`config.mk`:
```
export PLATFORM = sky130hd
export DESIGN_NAME = nova_fractal_iteration_count_flat
export DESIGN_NICKNAME = d
export VERILOG_FILES = /design/src/rtl/nfic_pkg.sv /design/src/rtl/nfic_in_if.sv /design/src/rtl/nfic_out_if.sv /design/src/rtl/nfic_cfg_if.sv /design/src/rtl/nfic_alu.sv /design/src/rtl/nfic_div.sv /design/src/rtl/nova_fractal_iteration_count.sv /design/src/flat_wrapper.sv
export SDC_FILE = /design/constraint.sdc
export NUM_CORES = 2
export LEC_CHECK = 0
export BUFFER_PORTS_ARGS = -buffer_cell sky130_fd_sc_hd__clkbuf_2
export CORE_MARGIN = 3
export CORE_UTILIZATION = 45
export DETAILED_ROUTE_END_ITERATION = 10
export GPL_TIMING_DRIVEN = 0
export PLACE_DENSITY = 0.71
export SYNTH_ARGS = -nofsm -noshare
export SYNTH_HDL_FRONTEND = slang
export SYNTH_SLANG_ARGS = --single-unit
export TNS_END_PERCENT = 100
```
`constraint.sdc`:
```
create_clock -name clk -period 25.3 [get_ports clk]
set_input_delay 3.795 -clock clk [delete_from_list [all_inputs] [get_ports clk]]
set_output_delay 3.795 -clock clk [all_outputs]
set_load 0.005 [all_outputs]
```
`src/rtl/nfic_pkg.sv`:
```
// ----------------------------------------------------------------------------
// nfic_pkg
// Shared types and constants for the Nova fractal iteration counter.
// ----------------------------------------------------------------------------
package nfic_pkg;

	localparam int DATA_W    = 32;
	localparam int COUNT_W   = 16;
	localparam int RADIUS_W  = 31;
	localparam int CFG_IDX_W = 8;
	localparam int CFG_DAT_W = 32;

	localparam logic [CFG_IDX_W-1:0] CFG_RELAX_RADIUS    = 8'd0;
	localparam logic [CFG_IDX_W-1:0] CFG_ITERATION_LIMIT = 8'd1;

	localparam logic [COUNT_W-1:0] LIMIT_RESET = 16'd256;

	localparam logic signed [DATA_W-1:0] SAT_MAX = 32'sh7FFF_FFFF;
	localparam logic signed [DATA_W-1:0] SAT_MIN = 32'sh8000_0000;

	// Sequencer step numbers with a special meaning.
	localparam logic [5:0] STEP_DIV_R = 6'd24;
	localparam logic [5:0] STEP_DIV_I = 6'd25;
	localparam logic [5:0] STEP_LAST  = 6'd32;

	typedef enum logic [2:0] {
		OP_MUL,
		OP_ADD,
		OP_SUB,
		OP_SCALE3,
		OP_SCALE6
	} alu_op_t;

	typedef enum logic [2:0] {
		ST_IDLE,
		ST_CHECK,
		ST_RUN,
		ST_WAIT_DIV,
		ST_DONE
	} state_t;

	// Saturate a 36-bit exact value to the signed 32-bit range.
	function automatic logic signed [DATA_W-1:0] sat36(input logic signed [35:0] v);
		logic signed [35:0] hi;
		logic signed [35:0] lo;
		hi = 36'(SAT_MAX);
		lo = 36'(SAT_MIN);
		if (v > hi) begin
			sat36 = SAT_MAX;
		end else if (v < lo) begin
			sat36 = SAT_MIN;
		end else begin
			sat36 = v[DATA_W-1:0];
		end
	endfunction

endpackage

```
`src/rtl/nfic_in_if.sv`:
```
// ----------------------------------------------------------------------------
// nfic_in_if
// Pixel request channel: valid, ready and the pixel constant c.
// ----------------------------------------------------------------------------
interface nfic_in_if;
	logic               valid;
	logic               ready;
	logic signed [31:0] c_real;
	logic signed [31:0] c_imag;

	modport source (output valid, output c_real, output c_imag, input ready);
	modport sink   (input valid, input c_real, input c_imag, output ready);
endinterface

```
`src/rtl/nfic_out_if.sv`:
```
// ----------------------------------------------------------------------------
// nfic_out_if
// Result channel: valid, ready and the iteration count.
// ----------------------------------------------------------------------------
interface nfic_out_if;
	logic        valid;
	logic        ready;
	logic [15:0] iterations;

	modport source (output valid, output iterations, input ready);
	modport sink   (input valid, input iterations, output ready);
endinterface

```
`src/rtl/nfic_cfg_if.sv`:
```
// ----------------------------------------------------------------------------
// nfic_cfg_if
// Configuration write channel: valid, ready, register index and data.
// ----------------------------------------------------------------------------
interface nfic_cfg_if;
	logic        valid;
	logic        ready;
	logic [7:0]  index;
	logic [31:0] data;

	modport source (output valid, output index, output data, input ready);
	modport sink   (input valid, input index, input data, output ready);
endinterface

```
`src/rtl/nfic_alu.sv`:
```
// ----------------------------------------------------------------------------
// nfic_alu
// Shared fixed-point unit: product, sum, difference and scale by 3 or 6,
// each saturated to the signed 32-bit range.
// ----------------------------------------------------------------------------
module nfic_alu
	import nfic_pkg::*;
#(
	parameter int FRAC_BITS = 28
) (
	input  alu_op_t                  op,
	input  logic signed [DATA_W-1:0] a,
	input  logic signed [DATA_W-1:0] b,
	output logic signed [DATA_W-1:0] y
);

	logic signed [63:0] prod;
	logic signed [63:0] prod_sh;
	logic signed [35:0] a_ext;
	logic signed [35:0] b_ext;
	logic signed [35:0] tri_a;

	assign prod    = 64'(a) * 64'(b);
	// Arithmetic shift rounds toward minus infinity.
	assign prod_sh = prod >>> FRAC_BITS;
	assign a_ext   = 36'(a);
	assign b_ext   = 36'(b);
	assign tri_a   = a_ext + (a_ext <<< 1);

	always_comb begin
		unique case (op)
			OP_MUL: begin
				if (prod_sh > 64'(SAT_MAX)) begin
					y = SAT_MAX;
				end else if (prod_sh < 64'(SAT_MIN)) begin
					y = SAT_MIN;
				end else begin
					y = prod_sh[DATA_W-1:0];
				end
			end
			OP_ADD:    y = sat36(a_ext + b_ext);
			OP_SUB:    y = sat36(a_ext - b_ext);
			OP_SCALE3: y = sat36(tri_a);
			OP_SCALE6: y = sat36(tri_a <<< 1);
			default:   y = '0;
		endcase
	end

endmodule

```
`src/rtl/nfic_div.sv`:
```
// ----------------------------------------------------------------------------
// nfic_div
// Bit-serial restoring divider for the fixed-point quotient num / den with
// the magnitude truncated and the result saturated to 32 bits.
// ----------------------------------------------------------------------------
module nfic_div
	import nfic_pkg::*;
#(
	parameter int FRAC_BITS = 28
) (
	input  logic                     clk,
	input  logic                     arst_n,
	input  logic                     start,
	input  logic signed [DATA_W-1:0] num,
	input  logic signed [DATA_W-1:0] den,
	output logic                     done,
	output logic signed [DATA_W-1:0] quot
);

	localparam int NW = DATA_W + FRAC_BITS;
	localparam int CW = $clog2(NW);

	logic              busy_q;
	logic              done_q;
	logic [CW-1:0]     cnt_q;
	logic [DATA_W-1:0] mag_q;
	logic [DATA_W-1:0] rem_q;
	logic [DATA_W-1:0] d_q;
	logic [DATA_W-1:0] q_q;
	logic              ovf_q;
	logic              neg_q;

	logic [DATA_W-1:0] trial;
	logic              ge;

	assign trial = {rem_q[DATA_W-2:0], mag_q[DATA_W-1]};
	assign ge    = (trial >= d_q);

	always_ff @(posedge clk or negedge arst_n) begin
		if (!arst_n) begin
			busy_q <= 1'b0;
			done_q <= 1'b0;
			cnt_q  <= '0;
		end else begin
			done_q <= 1'b0;
			if (start) begin
				busy_q <= 1'b1;
				cnt_q  <= '0;
			end else if (busy_q) begin
				if (cnt_q == CW'(NW - 1)) begin
					busy_q <= 1'b0;
					done_q <= 1'b1;
				end
				cnt_q <= cnt_q + 1'b1;
			end
		end
	end

	always_ff @(posedge clk) begin
		if (start) begin
			neg_q <= num[DATA_W-1];
			mag_q <= num[DATA_W-1] ? (~num + 1'b1) : num;
			d_q   <= den;
			rem_q <= '0;
			q_q   <= '0;
			ovf_q <= 1'b0;
		end else if (busy_q) begin
			mag_q <= {mag_q[DATA_W-2:0], 1'b0};
			rem_q <= ge ? (trial - d_q) : trial;
			q_q   <= {q_q[DATA_W-2:0], ge};
			ovf_q <= ovf_q | q_q[DATA_W-1];
		end
	end

	always_comb begin
		if (!neg_q) begin
			quot = (ovf_q || q_q[DATA_W-1]) ? SAT_MAX : q_q;
		end else if (ovf_q || (q_q > 32'h8000_0000)) begin
			quot = SAT_MIN;
		end else begin
			quot = ~q_q + 1'b1;
		end
	end

	assign done = done_q;

endmodule

```
`src/rtl/nova_fractal_iteration_count.sv`:
```
// ----------------------------------------------------------------------------
// nova_fractal_iteration_count
// Escape-time counter for the relaxed Newton iteration of z^3 - 1.
// ----------------------------------------------------------------------------
// For each pixel request carrying c (signed fixed point, FRAC_BITS fraction
// bits) the block runs z = z - R * f(z) / f'(z) + c from z = 0 until the
// squared magnitude taken before an update reaches relax_radius or the
// count reaches iteration_limit, then returns the count. One request is
// worked on at a time; a new request is taken while the previous result
// still waits in the output register. Each round is a check state and 33
// sequencer steps on one shared saturating multiply/add unit, plus two
// quotients from a bit-serial divider (skipped when the derivative's squared
// magnitude is not positive). The configuration channel is always ready;
// write it only while no request is in flight.
module nova_fractal_iteration_count
	import nfic_pkg::*;
#(
	parameter int FRAC_BITS = 28
) (
	input  logic       clk,
	input  logic       arst_n,
	nfic_in_if.sink    pixel,
	nfic_out_if.source result,
	nfic_cfg_if.sink   cfg
);

	// The fixed-point value one saturates when it has no room.
	localparam logic signed [DATA_W-1:0] ONE =
		(FRAC_BITS >= 31) ? SAT_MAX : DATA_W'(64'd1 << FRAC_BITS);

	state_t state_q, state_d;

	logic [RADIUS_W-1:0] radius_q;
	logic [COUNT_W-1:0]  limit_q;
	logic [COUNT_W-1:0]  count_q;
	logic [5:0]          step_q;
	logic                out_valid_q;
	logic [COUNT_W-1:0]  out_iter_q;

	logic signed [DATA_W-1:0] x_q, y_q, cr_q, ci_q, xn_q;
	logic signed [DATA_W-1:0] x2_q, x3_q, y2_q, y3_q, t_q, u_q;
	logic signed [DATA_W-1:0] fr_q, fi_q, dr_q, di_q, den_q, nr_q, ni_q;
	logic signed [DATA_W-1:0] qr_q, qi_q, r_q;
	logic signed [DATA_W-1:0] radius_s;

	alu_op_t                  alu_op;
	logic signed [DATA_W-1:0] alu_a, alu_b, alu_y;

	logic                     div_start;
	logic                     div_done;
	logic signed [DATA_W-1:0] div_quot;

	logic in_take, keep_going, div_step, den_pos, out_load, step_adv;

	assign radius_s   = DATA_W'({1'b0, radius_q});
	assign in_take    = pixel.valid && pixel.ready;
	assign keep_going = (r_q < radius_s) && (count_q < limit_q);
	assign div_step   = (step_q == STEP_DIV_R) || (step_q == STEP_DIV_I);
	assign den_pos    = (den_q > 0);

	// Next state.
	always_comb begin
		state_d = state_q;
		unique case (state_q)
			ST_IDLE:     if (in_take) state_d = ST_CHECK;
			ST_CHECK:    state_d = keep_going ? ST_RUN : ST_DONE;
			ST_RUN: begin
				if (div_step && den_pos) begin
					state_d = ST_WAIT_DIV;
				end else if (step_q == STEP_LAST) begin
					state_d = ST_CHECK;
				end
			end
			ST_WAIT_DIV: if (div_done) state_d = ST_RUN;
			ST_DONE:     if (!out_valid_q || result.ready) state_d = ST_IDLE;
			default:     state_d = ST_IDLE;
		endcase
	end

	// Control outputs.
	always_comb begin
		pixel.ready = (state_q == ST_IDLE);
		div_start   = (state_q == ST_RUN) && div_step && den_pos;
		step_adv    = ((state_q == ST_RUN) && !(div_step && den_pos)) ||
		              ((state_q == ST_WAIT_DIV) && div_done);
		out_load    = (state_q == ST_DONE) && (!out_valid_q || result.ready);
	end

	// Microprogram: operation and operands for each step of a round.
	always_comb begin
		alu_op = OP_ADD;
		alu_a  = '0;
		alu_b  = '0;
		unique case (step_q)
			6'd0:  begin alu_op = OP_MUL;    alu_a = x_q;    alu_b = x_q;  end
			6'd1:  begin alu_op = OP_MUL;    alu_a = x2_q;   alu_b = x_q;  end
			6'd2:  begin alu_op = OP_MUL;    alu_a = y_q;    alu_b = y_q;  end
			6'd3:  begin alu_op = OP_MUL;    alu_a = y2_q;   alu_b = y_q;  end
			6'd4:  begin alu_op = OP_SCALE3; alu_a = x_q;                  end
			6'd5:  begin alu_op = OP_MUL;    alu_a = t_q;    alu_b = y2_q; end
			6'd6:  begin alu_op = OP_SUB;    alu_a = x3_q;   alu_b = t_q;  end
			6'd7:  begin alu_op = OP_SUB;    alu_a = t_q;    alu_b = ONE;  end
			6'd8:  begin alu_op = OP_SCALE3; alu_a = x2_q;                 end
			6'd9:  begin alu_op = OP_MUL;    alu_a = t_q;    alu_b = y_q;  end
			6'd10: begin alu_op = OP_SUB;    alu_a = t_q;    alu_b = y3_q; end
			6'd11: begin alu_op = OP_SUB;    alu_a = x2_q;   alu_b = y2_q; end
			6'd12: begin alu_op = OP_SCALE3; alu_a = t_q;                  end
			6'd13: begin alu_op = OP_SCALE6; alu_a = x_q;                  end
			6'd14: begin alu_op = OP_MUL;    alu_a = t_q;    alu_b = y_q;  end
			6'd15: begin alu_op = OP_MUL;    alu_a = dr_q;   alu_b = dr_q; end
			6'd16: begin alu_op = OP_MUL;    alu_a = di_q;   alu_b = di_q; end
			6'd17: begin alu_op = OP_ADD;    alu_a = t_q;    alu_b = u_q;  end
			6'd18: begin alu_op = OP_MUL;    alu_a = fr_q;   alu_b = dr_q; end
			6'd19: begin alu_op = OP_MUL;    alu_a = fi_q;   alu_b = di_q; end
			6'd20: begin alu_op = OP_ADD;    alu_a = t_q;    alu_b = u_q;  end
			6'd21: begin alu_op = OP_MUL;    alu_a = dr_q;   alu_b = fi_q; end
			6'd22: begin alu_op = OP_MUL;    alu_a = fr_q;   alu_b = di_q; end
			6'd23: begin alu_op = OP_SUB;    alu_a = t_q;    alu_b = u_q;  end
			6'd26: begin alu_op = OP_ADD;    alu_a = x2_q;   alu_b = y2_q; end
			6'd27: begin alu_op = OP_MUL;    alu_a = radius_s; alu_b = qr_q; end
			6'd28: begin alu_op = OP_SUB;    alu_a = x_q;    alu_b = t_q;  end
			6'd29: begin alu_op = OP_ADD;    alu_a = t_q;    alu_b = cr_q; end
			6'd30: begin alu_op = OP_MUL;    alu_a = radius_s; alu_b = qi_q; end
			6'd31: begin alu_op = OP_SUB;    alu_a = y_q;    alu_b = t_q;  end
			6'd32: begin alu_op = OP_ADD;    alu_a = t_q;    alu_b = ci_q; end
			default: begin alu_op = OP_ADD;  alu_a = '0;     alu_b = '0;   end
		endcase
	end

	nfic_alu #(
		.FRAC_BITS(FRAC_BITS)
	) u_alu (
		.op(alu_op),
		.a (alu_a),
		.b (alu_b),
		.y (alu_y)
	);

	nfic_div #(
		.FRAC_BITS(FRAC_BITS)
	) u_div (
		.clk   (clk),
		.arst_n(arst_n),
		.start (div_start),
		.num   ((step_q == STEP_DIV_R) ? nr_q : ni_q),
		.den   (den_q),
		.done  (div_done),
		.quot  (div_quot)
	);

	// Control registers.
	always_ff @(posedge clk or negedge arst_n) begin
		if (!arst_n) begin
			state_q     <= ST_IDLE;
			step_q      <= '0;
			count_q     <= '0;
			out_valid_q <= 1'b0;
			radius_q    <= ONE[RADIUS_W-1:0];
			limit_q     <= LIMIT_RESET;
		end else begin
			state_q <= state_d;
			if (cfg.valid && cfg.ready) begin
				if (cfg.index == CFG_RELAX_RADIUS) begin
					radius_q <= cfg.data[RADIUS_W-1:0];
				end else if (cfg.index == CFG_ITERATION_LIMIT) begin
					limit_q <= cfg.data[COUNT_W-1:0];
				end
			end
			if (in_take) begin
				count_q <= '0;
			end else if (step_adv && (step_q == STEP_LAST)) begin
				count_q <= count_q + 1'b1;
			end
			if (state_q == ST_CHECK) begin
				step_q <= '0;
			end else if (step_adv) begin
				step_q <= step_q + 1'b1;
			end
			if (out_load) begin
				out_valid_q <= 1'b1;
			end else if (result.ready) begin
				out_valid_q <= 1'b0;
			end
		end
	end

	// Datapath registers.
	always_ff @(posedge clk) begin
		if (in_take) begin
			cr_q <= pixel.c_real;
			ci_q <= pixel.c_imag;
			x_q  <= '0;
			y_q  <= '0;
			r_q  <= '0;
		end
		if (out_load) begin
			out_iter_q <= count_q;
		end
		if ((state_q == ST_WAIT_DIV) && div_done) begin
			if (step_q == STEP_DIV_R) begin
				qr_q <= div_quot;
			end else begin
				qi_q <= div_quot;
			end
		end
		if (state_q == ST_RUN) begin
			unique case (step_q)
				6'd0:  x2_q  <= alu_y;
				6'd1:  x3_q  <= alu_y;
				6'd2:  y2_q  <= alu_y;
				6'd3:  y3_q  <= alu_y;
				6'd7:  fr_q  <= alu_y;
				6'd10: fi_q  <= alu_y;
				6'd12: dr_q  <= alu_y;
				6'd14: di_q  <= alu_y;
				6'd16: u_q   <= alu_y;
				6'd17: den_q <= alu_y;
				6'd19: u_q   <= alu_y;
				6'd20: nr_q  <= alu_y;
				6'd22: u_q   <= alu_y;
				6'd23: ni_q  <= alu_y;
				6'd24: if (!den_pos) qr_q <= '0;
				6'd25: if (!den_pos) qi_q <= '0;
				6'd26: r_q   <= alu_y;
				6'd29: xn_q  <= alu_y;
				6'd32: begin
					y_q <= alu_y;
					x_q <= xn_q;
				end
				default: t_q <= alu_y;
			endcase
		end
	end

	assign cfg.ready         = 1'b1;
	assign result.valid      = out_valid_q;
	assign result.iterations = out_iter_q;

	// A finished count always lands in a free output register.
	a_done_loads: assert property (@(posedge clk) disable iff (!arst_n)
		(state_q == ST_DONE && !out_valid_q) |=> out_valid_q)
		else $error("finished count was not loaded into the output register");

	// The divider is only started with a positive denominator.
	a_div_den: assert property (@(posedge clk) disable iff (!arst_n)
		div_start |-> (den_q > 0))
		else $error("divider started with a non-positive denominator");

	// The round count never passes the limit.
	a_count_limit: assert property (@(posedge clk) disable iff (!arst_n)
		(state_q == ST_DONE) |-> (count_q <= limit_q))
		else $error("round count passed the iteration limit");

	// The sequencer stays inside the microprogram.
	a_step_range: assert property (@(posedge clk) disable iff (!arst_n)
		(state_q == ST_RUN || state_q == ST_WAIT_DIV) |-> (step_q <= STEP_LAST))
		else $error("sequencer step out of range");

endmodule
```
`src/flat_wrapper.sv`:
```
// flat-port wrapper written by rule: the top's interface ports become plain ports
module nova_fractal_iteration_count_flat import nfic_pkg::*;
#(
	parameter int FRAC_BITS = 28
)
  (clk, arst_n, pixel_valid, pixel_c_real, pixel_c_imag, pixel_ready, result_valid, result_iterations, result_ready, cfg_valid, cfg_index, cfg_data, cfg_ready);
  nfic_in_if pixel_i ();
  nfic_out_if result_i ();
  nfic_cfg_if cfg_i ();
  input  logic clk;
  input  logic arst_n;
  input wire logic [$bits(pixel_i.valid)-1:0] pixel_valid;
  input wire logic [$bits(pixel_i.c_real)-1:0] pixel_c_real;
  input wire logic [$bits(pixel_i.c_imag)-1:0] pixel_c_imag;
  output wire logic [$bits(pixel_i.ready)-1:0] pixel_ready;
  output wire logic [$bits(result_i.valid)-1:0] result_valid;
  output wire logic [$bits(result_i.iterations)-1:0] result_iterations;
  input wire logic [$bits(result_i.ready)-1:0] result_ready;
  input wire logic [$bits(cfg_i.valid)-1:0] cfg_valid;
  input wire logic [$bits(cfg_i.index)-1:0] cfg_index;
  input wire logic [$bits(cfg_i.data)-1:0] cfg_data;
  output wire logic [$bits(cfg_i.ready)-1:0] cfg_ready;
  assign pixel_i.valid = pixel_valid;
  assign pixel_i.c_real = pixel_c_real;
  assign pixel_i.c_imag = pixel_c_imag;
  assign pixel_ready = pixel_i.ready;
  assign result_valid = result_i.valid;
  assign result_iterations = result_i.iterations;
  assign result_i.ready = result_ready;
  assign cfg_i.valid = cfg_valid;
  assign cfg_i.index = cfg_index;
  assign cfg_i.data = cfg_data;
  assign cfg_ready = cfg_i.ready;
  nova_fractal_iteration_count #(.FRAC_BITS(FRAC_BITS)) u_core (.clk(clk), .arst_n(arst_n), .pixel(pixel_i), .result(result_i), .cfg(cfg_i));
endmodule
```
After elaboration in Yosys (flattened, before gate mapping)
Cells that the tools add are included.
- add/sub/neg operators: 9
- multipliers: 1
- order comparisons: 15
- eq/ne operators: 46
- multiplexer cells: 62
- bitwise logic cells: 5
- reductions and logical operators: 59
- operator list (cell ; count):
    $mux 32 ; 36
    $pmux 32 s14 ; 1
    $pmux 32 s11 ; 1
    $pmux 32 s5 ; 1
    $eq 6x5->1 const B ; 16
    $gt 33x32->1 const B ; 2
    $lt 33x32->1 const B ; 2
    $add 32x1->32 const B ; 2
    $mul 32x32->64 ; 1
    $not 32->32 ; 2
    $eq 6x4->1 const B ; 8
    $gt 36x32->1 const B ; 1
    $lt 36x32->1 const B ; 1
    $gt 35x32->1 const B ; 1
    $lt 35x32->1 const B ; 1
    $add 32x33->34 ; 1
    $gt 34x32->1 const B ; 1
    $lt 34x32->1 const B ; 1
    $add 32x32->33 ; 1
    $sub 32x32->33 ; 1
    $ge 32x32->1 ; 1
    $gt 32x1->1 const B ; 1
    $gt 32x32->1 const B ; 1
    $lt 32x32->1 ; 1
    41 further kinds ; 112
- flip-flop bits (word level): 898
- input port bits: 109
- output and inout bits: 19
- word-level logic and storage cells: 234

Logic depth before layout (Yosys ltp)
- depth in word-level cells: 10
- depth in mapped cells: 47
- gate-level depth less buffers: 41

By module
Synthesis repeated with hierarchy kept, for this count alone.
- cell total of the unflattened synthesis: 8416
- area total of the unflattened synthesis: 81644.6 sq um
- modules (own cells, without submodules) (module ; times used ; cells an instance ; area each (sq um)):
    nfic_alu ; 1 ; 4918 ; 42477.0
    nova_fractal_iteration_count ; 1 ; 2506 ; 30554.3
    nfic_div ; 1 ; 992 ; 8613.3

Worst setup path before layout
No wires, ideal clock.
- path type: flip-flop to flip-flop
- start: register u_core.step_q[0]
- end: register u_core.den_q[23], data pin
- setup time: 299 ps
- data arrival time: 11294 ps
- slack: 13708 ps
- stages on the path, launching flop included: 48
- buffers on the path: 8
- period minus slack after synthesis: 11592 ps
- cell sequence: dfrtp_1 -> inv_1 -> ha_1 -> clkbuf_1 -> clkbuf_1 -> inv_1 -> a21oi_1 -> and2_1 -> clkbuf_1 -> clkbuf_1 -> a222oi_1 -> and3_1 -> nand3_1 -> buf_1 -> nand2_1 -> inv_1 -> fa_1 -> fa_1 -> (+12 left out) -> ha_1 -> clkbuf_1 -> a21o_1 -> a21o_1 -> a21oi_1 -> o21bai_1 -> a21o_1 -> a21o_1 -> a21oi_1 -> o21ai_0 -> a31oi_4 -> xnor2_2 -> a41o_1 -> and2_1 -> buf_6 -> buf_6 -> a2111oi_4 -> inv_1
- cells in the longest elaborated chain, start to end: 8
- ends and longest elaborated chain (what ; RTL line ; RTL):
    start: declaration ; nova_fractal_iteration_count.sv:36 ; logic [5:0] step_q;
    start signal: assignment ; nova_fractal_iteration_count.sv:177 ; step_q <= step_q + 1'b1;
    $eq 6x3->1 (tied with other cells) ; nova_fractal_iteration_count.sv:94 ; unique case (step_q)
    $reduce_or 11->1 (no source line) (tied with other cells) ; - ;
    $pmux 32 s11 or $pmux 32 s14 (tied branches) ; nova_fractal_iteration_count.sv:94 ;
    $mul 32x32->64 (tied with other cells) ; nfic_alu.sv:23 ; assign prod = 64'(a) * 64'(b);
    $lt 36x32->1 (tied with other cells) ; nfic_alu.sv:35 ; end else if (prod_sh < 64'(SAT_MIN)) begin
    $mux 32, on equally long branches ; nfic_alu.sv:35, nfic_pkg.sv:50 ;
    $mux 32, on equally long branches ; nfic_alu.sv:33, nfic_pkg.sv:48 ;
    $pmux 32 s5 * ; nfic_alu.sv:31 ; unique case (op)
    named net u_core.alu_y[23] ; nova_fractal_iteration_count.sv:47 ; logic signed [DATA_W-1:0] alu_a, alu_b, alu_y;
    end signal: assignment ; nova_fractal_iteration_count.sv:217 ; 6'd17: den_q <= alu_y;
    end: declaration ; nova_fractal_iteration_count.sv:42 ; logic signed [DATA_W-1:0] fr_q, fi_q, dr_q, di_q, den_q, nr_q, ni_q;
Mark *: on every way through the listed nets, which the timed path passes. The rest lies on a longest branch.
A chain may end at the register's enable or synchronous reset.

Worst setup path after layout
- start: register u_core.step_q[0]
- end: register u_core.den_q[11], data pin
Same word-level chain as after synthesis.

==> flow_summary.yaml <==
worst_hold_path:
  timing.hold.worst.class: "register to register"
power_and_ir_drop:
  seqPwrFrac_pct: 53.2
  power_switching_w: 0.0006299
  power_report.internal_total_w: 0.002304
  power_leakage_nw: 38.47
  max-vdd-ir-drop_mv: 0.04348
  power_density_nw_per_um2: 33.56
  share_comb_of_total_power_pct: 1.5
  p_clk_share_pct: 45.3
  sw_frac_of_total_pct: 21.47
global_routing:
  wire_length_of_the_first_global_routing_pass_um: 471100
  first_global_vias: 65770
  grt_use_total_pct: 35.67
  antenna_found_initial: 31
  overflow: 0
  largest_net_degree_at_the_start_of_global_routing: 53
synthesis:
  synth-seq-cells: 898
  synth.yosys.seq_area_share_pct: 30.37
  yosys_warnings: 0
  synthesis.area_um2: 80070
  synth.distinct_cells: 118
  synth_ff_type: "sky130_fd_sc_hd__edfxtp_1"
  postSynthNetCount: 9731
  post_synth.cell_area_avg_um2: 9.793
  syn_inst: 8176
  synth_edf_count: 593
  async_reset_ff_share_pct: 9.020
finish:
  share_of_layout_cells_above_drive_strength_1_pct: 5.552
  fin_nets: 9988
  instances_no_fill: 10853
  syn2layout_area_growth_pct: 9.205
  nFillCells: 16423
  area.sequential_um2: 24320
  layout.cells.most_common_list: "1,347 x sky130_fd_sc_hd__inv_1, 1,085 x sky130_fd_sc_hd__fa_1, 869 x sky130_fd_sc_hd__nor2_1"
  multiInputGateArea_um2: 49220
  final_common_cell: "sky130_fd_sc_hd__inv_1"
setup_path:
  worstPathBufferInverterCount: 13
  timing.critical_path.slowest_stage_cell: "sky130_fd_sc_hd__nand3_1"
  critical-path-top-cell-by-count: "sky130_fd_sc_hd__inv_1"
  timing.critical_path.slowest_cell_delay_ns: 1.17
  cp_data_arrival_time_ns: 18.40
  cp_max_fo: 14
  critical-path-top-delay-family: "adder cells"
  worstPathRequired_ns: 25.48
  start_kind: "register"
  worstSetupEndpointType: "register"
  worst-setup-path-type: "register to register"
clocking:
  numCtsBuffers: 80
  number_of_sinks_handled_by_clock_tree_synthesis: 898
  worst_setup_hold_path_clk_slew_ns: 0.07
  clock_tree.root_cell: "sky130_fd_sc_hd__clkbuf_16"
  cts.htree.levels: 3
  clk_latency_ns: 0.70
  clockBufferDepth: 3
  cts_tree: "yes"
  postCtsSetupBuffers: 0
  post_cts_resize_count: 0
  cts-hold-fix-buffers: 0
floorplan:
  design.die.area_um2: 183000
  core_area_um2: 176500
  ioPinCount: 128
  die_x_um: 427.8
  initial_core_util_pct: 45.37
  die-height_um: 427.8
  fp-row-count: 154
routing:
  drt_first_pass_iters: 11
  route.vias.total: 66769
  routed_wl_um: 331300
  route.detailed.vias_per_inst: 6.152
  drt-initial-drc-count: 9556
  drt_drc_violations_left: 0
  antenna_violating_nets_post_route: 0
  drt-wirelength-per-cell_um: 30.53
timing:
  period_needed_ns: 18.23
  fin_setup_tns_ns: 0
  period_share_pct: 72.04
  rsz0062_at_grt: "no"
  clock-skew-final_ns: 0.04388
  setup_viol_count_final: 0
  worst_slew_margin_rel_pct: -12.12
  maxSlewViolCount: 61
  hold_viol_final: 0
  tightest_slew_ns: 1.676
  maxClockFrequency_mhz: 54.86
place:
  place.detailed.hpwl_um: 263400
  finalWeightedCongestion: 1.064
  placedCellCount: 10691
  port-buffer-count: 125
run:
  count_of_max_cap_constraint_violations: 6
status:
  status: "complete, but fails checks"
  failed_checks: "capacitance limit, slew limit"
==> cell type report <==
| type | count | area share (%) |
|---|---|---|
| Timing Repair Buffer | 175 | 1.541 |
| Clock inverter | 49 | 0.6926 |
| Tap cell | 2340 | 3.348 |
| Multi-Input combinational cell | 5483 | 56.29 |
| Inverter | 1361 | 5.842 |
| Buffer | 434 | 1.937 |
| Sequential cell | 898 | 27.81 |
| Clock buffer | 101 | 2.498 |
| Antenna cell | 12 | 0.03434 |
==> final timing paths <==
check                      slack (ns)             start                  end  cells past startpoint
max reg2reg                      7.07  u_core.step_q[0]     u_core.den_q[11]                     40
max                              7.07  u_core.step_q[0]     u_core.den_q[11]                     40
min in group asynchronous        3.11            arst_n  u_core.result.valid                      1
max in group asynchronous       21.43            arst_n  u_core.radius_q[28]                      2
min                              0.43    u_core.xn_q[1]        u_core.x_q[1]                      2
min reg2reg                      0.43    u_core.xn_q[1]        u_core.x_q[1]                      2
==> power by group through the flow <==
stage	Clock (W)	Combinational [W]	Sequential [W]
global route	0.00139	0.0000473	0.00156
detailed placement	0	0.0000424	0.00159
finish	0.00133	0.0000429	0.00156
global placement	0	0.0000400	0.00159
CTS	0.00133	0.0000428	0.00156
floorplan	0	0.0000193	0.00159
==> routing by layer <==
metal,track usage (%),part of all wire (%),up-vias
met5,0,0.024,-
met4,20.81,7.4,12
met3,13.41,15,980
met2,50.31,41,4726
met1,46.85,37,33476
li1,-,-,27575
==> tightest hold or removal path: cells and delay by family, from the launching register on <==
kind	cells	cell delay, ns
and+or+nand+nor	2	0.09
DFF	1	0.32
==> stage by stage <==
step	hold WS, ns	setup slack (ns)	power (W)	instance area (µm²)	utilization, %
floorplan	0.4081	13.71	0.001606	80070	-
global placement	0.4097	3.761	0.001632	83620	47.38
detailed placement	0.4168	7.899	0.001634	84620	47.94
CTS	0.4340	7.850	0.002932	87410	49.52
global route	0.4521	7.032	0.003000	87410	49.53
finish	0.4285	7.073	0.002934	87440	49.54
==> synthesized netlist by cell type (all sizes together) (15+ instances only) <==
library cell / instances / area, µm²
inv: 1349 / 5064
fa: 1086 / 21740
nor2: 875 / 3287
nand2: 861 / 3239
edfxtp: 593 / 17810
clkbuf: 374 / 1404
ha: 360 / 4504
o21ai: 315 / 1584
a21oi: 292 / 1465
dfxtp: 224 / 4484
nand3: 206 / 1036
a21o: 113 / 849.6
a22oi: 100 / 755.7
a221oi: 99 / 867.1
nor3: 98 / 505.5
xnor2: 98 / 865.8
a222oi: 90 / 900.9
xor2: 81 / 716.9
dfrtp: 79 / 1977
mux2i: 75 / 750.7
a211oi: 66 / 550.5
buf: 60 / 281.5
and3: 59 / 369.1
nand4: 49 / 306.5
a22o: 44 / 385.4
nand2b: 34 / 212.7
and2: 32 / 200.2
o21bai: 29 / 217.7
a31oi: 27 / 190.2
nor2b: 26 / 162.7
o311ai: 23 / 279.0
or3: 23 / 148.9
o211ai: 22 / 165.2
nor4: 20 / 125.1
a2111oi: 19 / 291.5
o21a: 18 / 136.4
o22ai: 18 / 112.6
o31ai: 18 / 140.1
mux2: 17 / 191.4
or2: 15 / 93.84
==> cells by family (layout without fill, tap and decap cells) <==
| kind of cell | Yosys count | count (layout) | synth area share (%) |
|---|---|---|---|
| AO/OA/AOI/OAI | 1413 | 1413 | 12.49 |
| XOR/XNOR | 179 | 179 | 1.977 |
| adder cells (fa/ha/maj) | 1446 | 1446 | 32.78 |
| buffers and inverters | 1795 | 2120 | 8.485 |
| flip-flops | 898 | 898 | 30.37 |
| multiplexers | 92 | 92 | 1.177 |
| other | 1 | 13 | 0.004683 |
| AND/OR/NAND/NOR | 2352 | 2352 | 12.71 |
No activity file was read; power rests on OpenSTA's default activity.
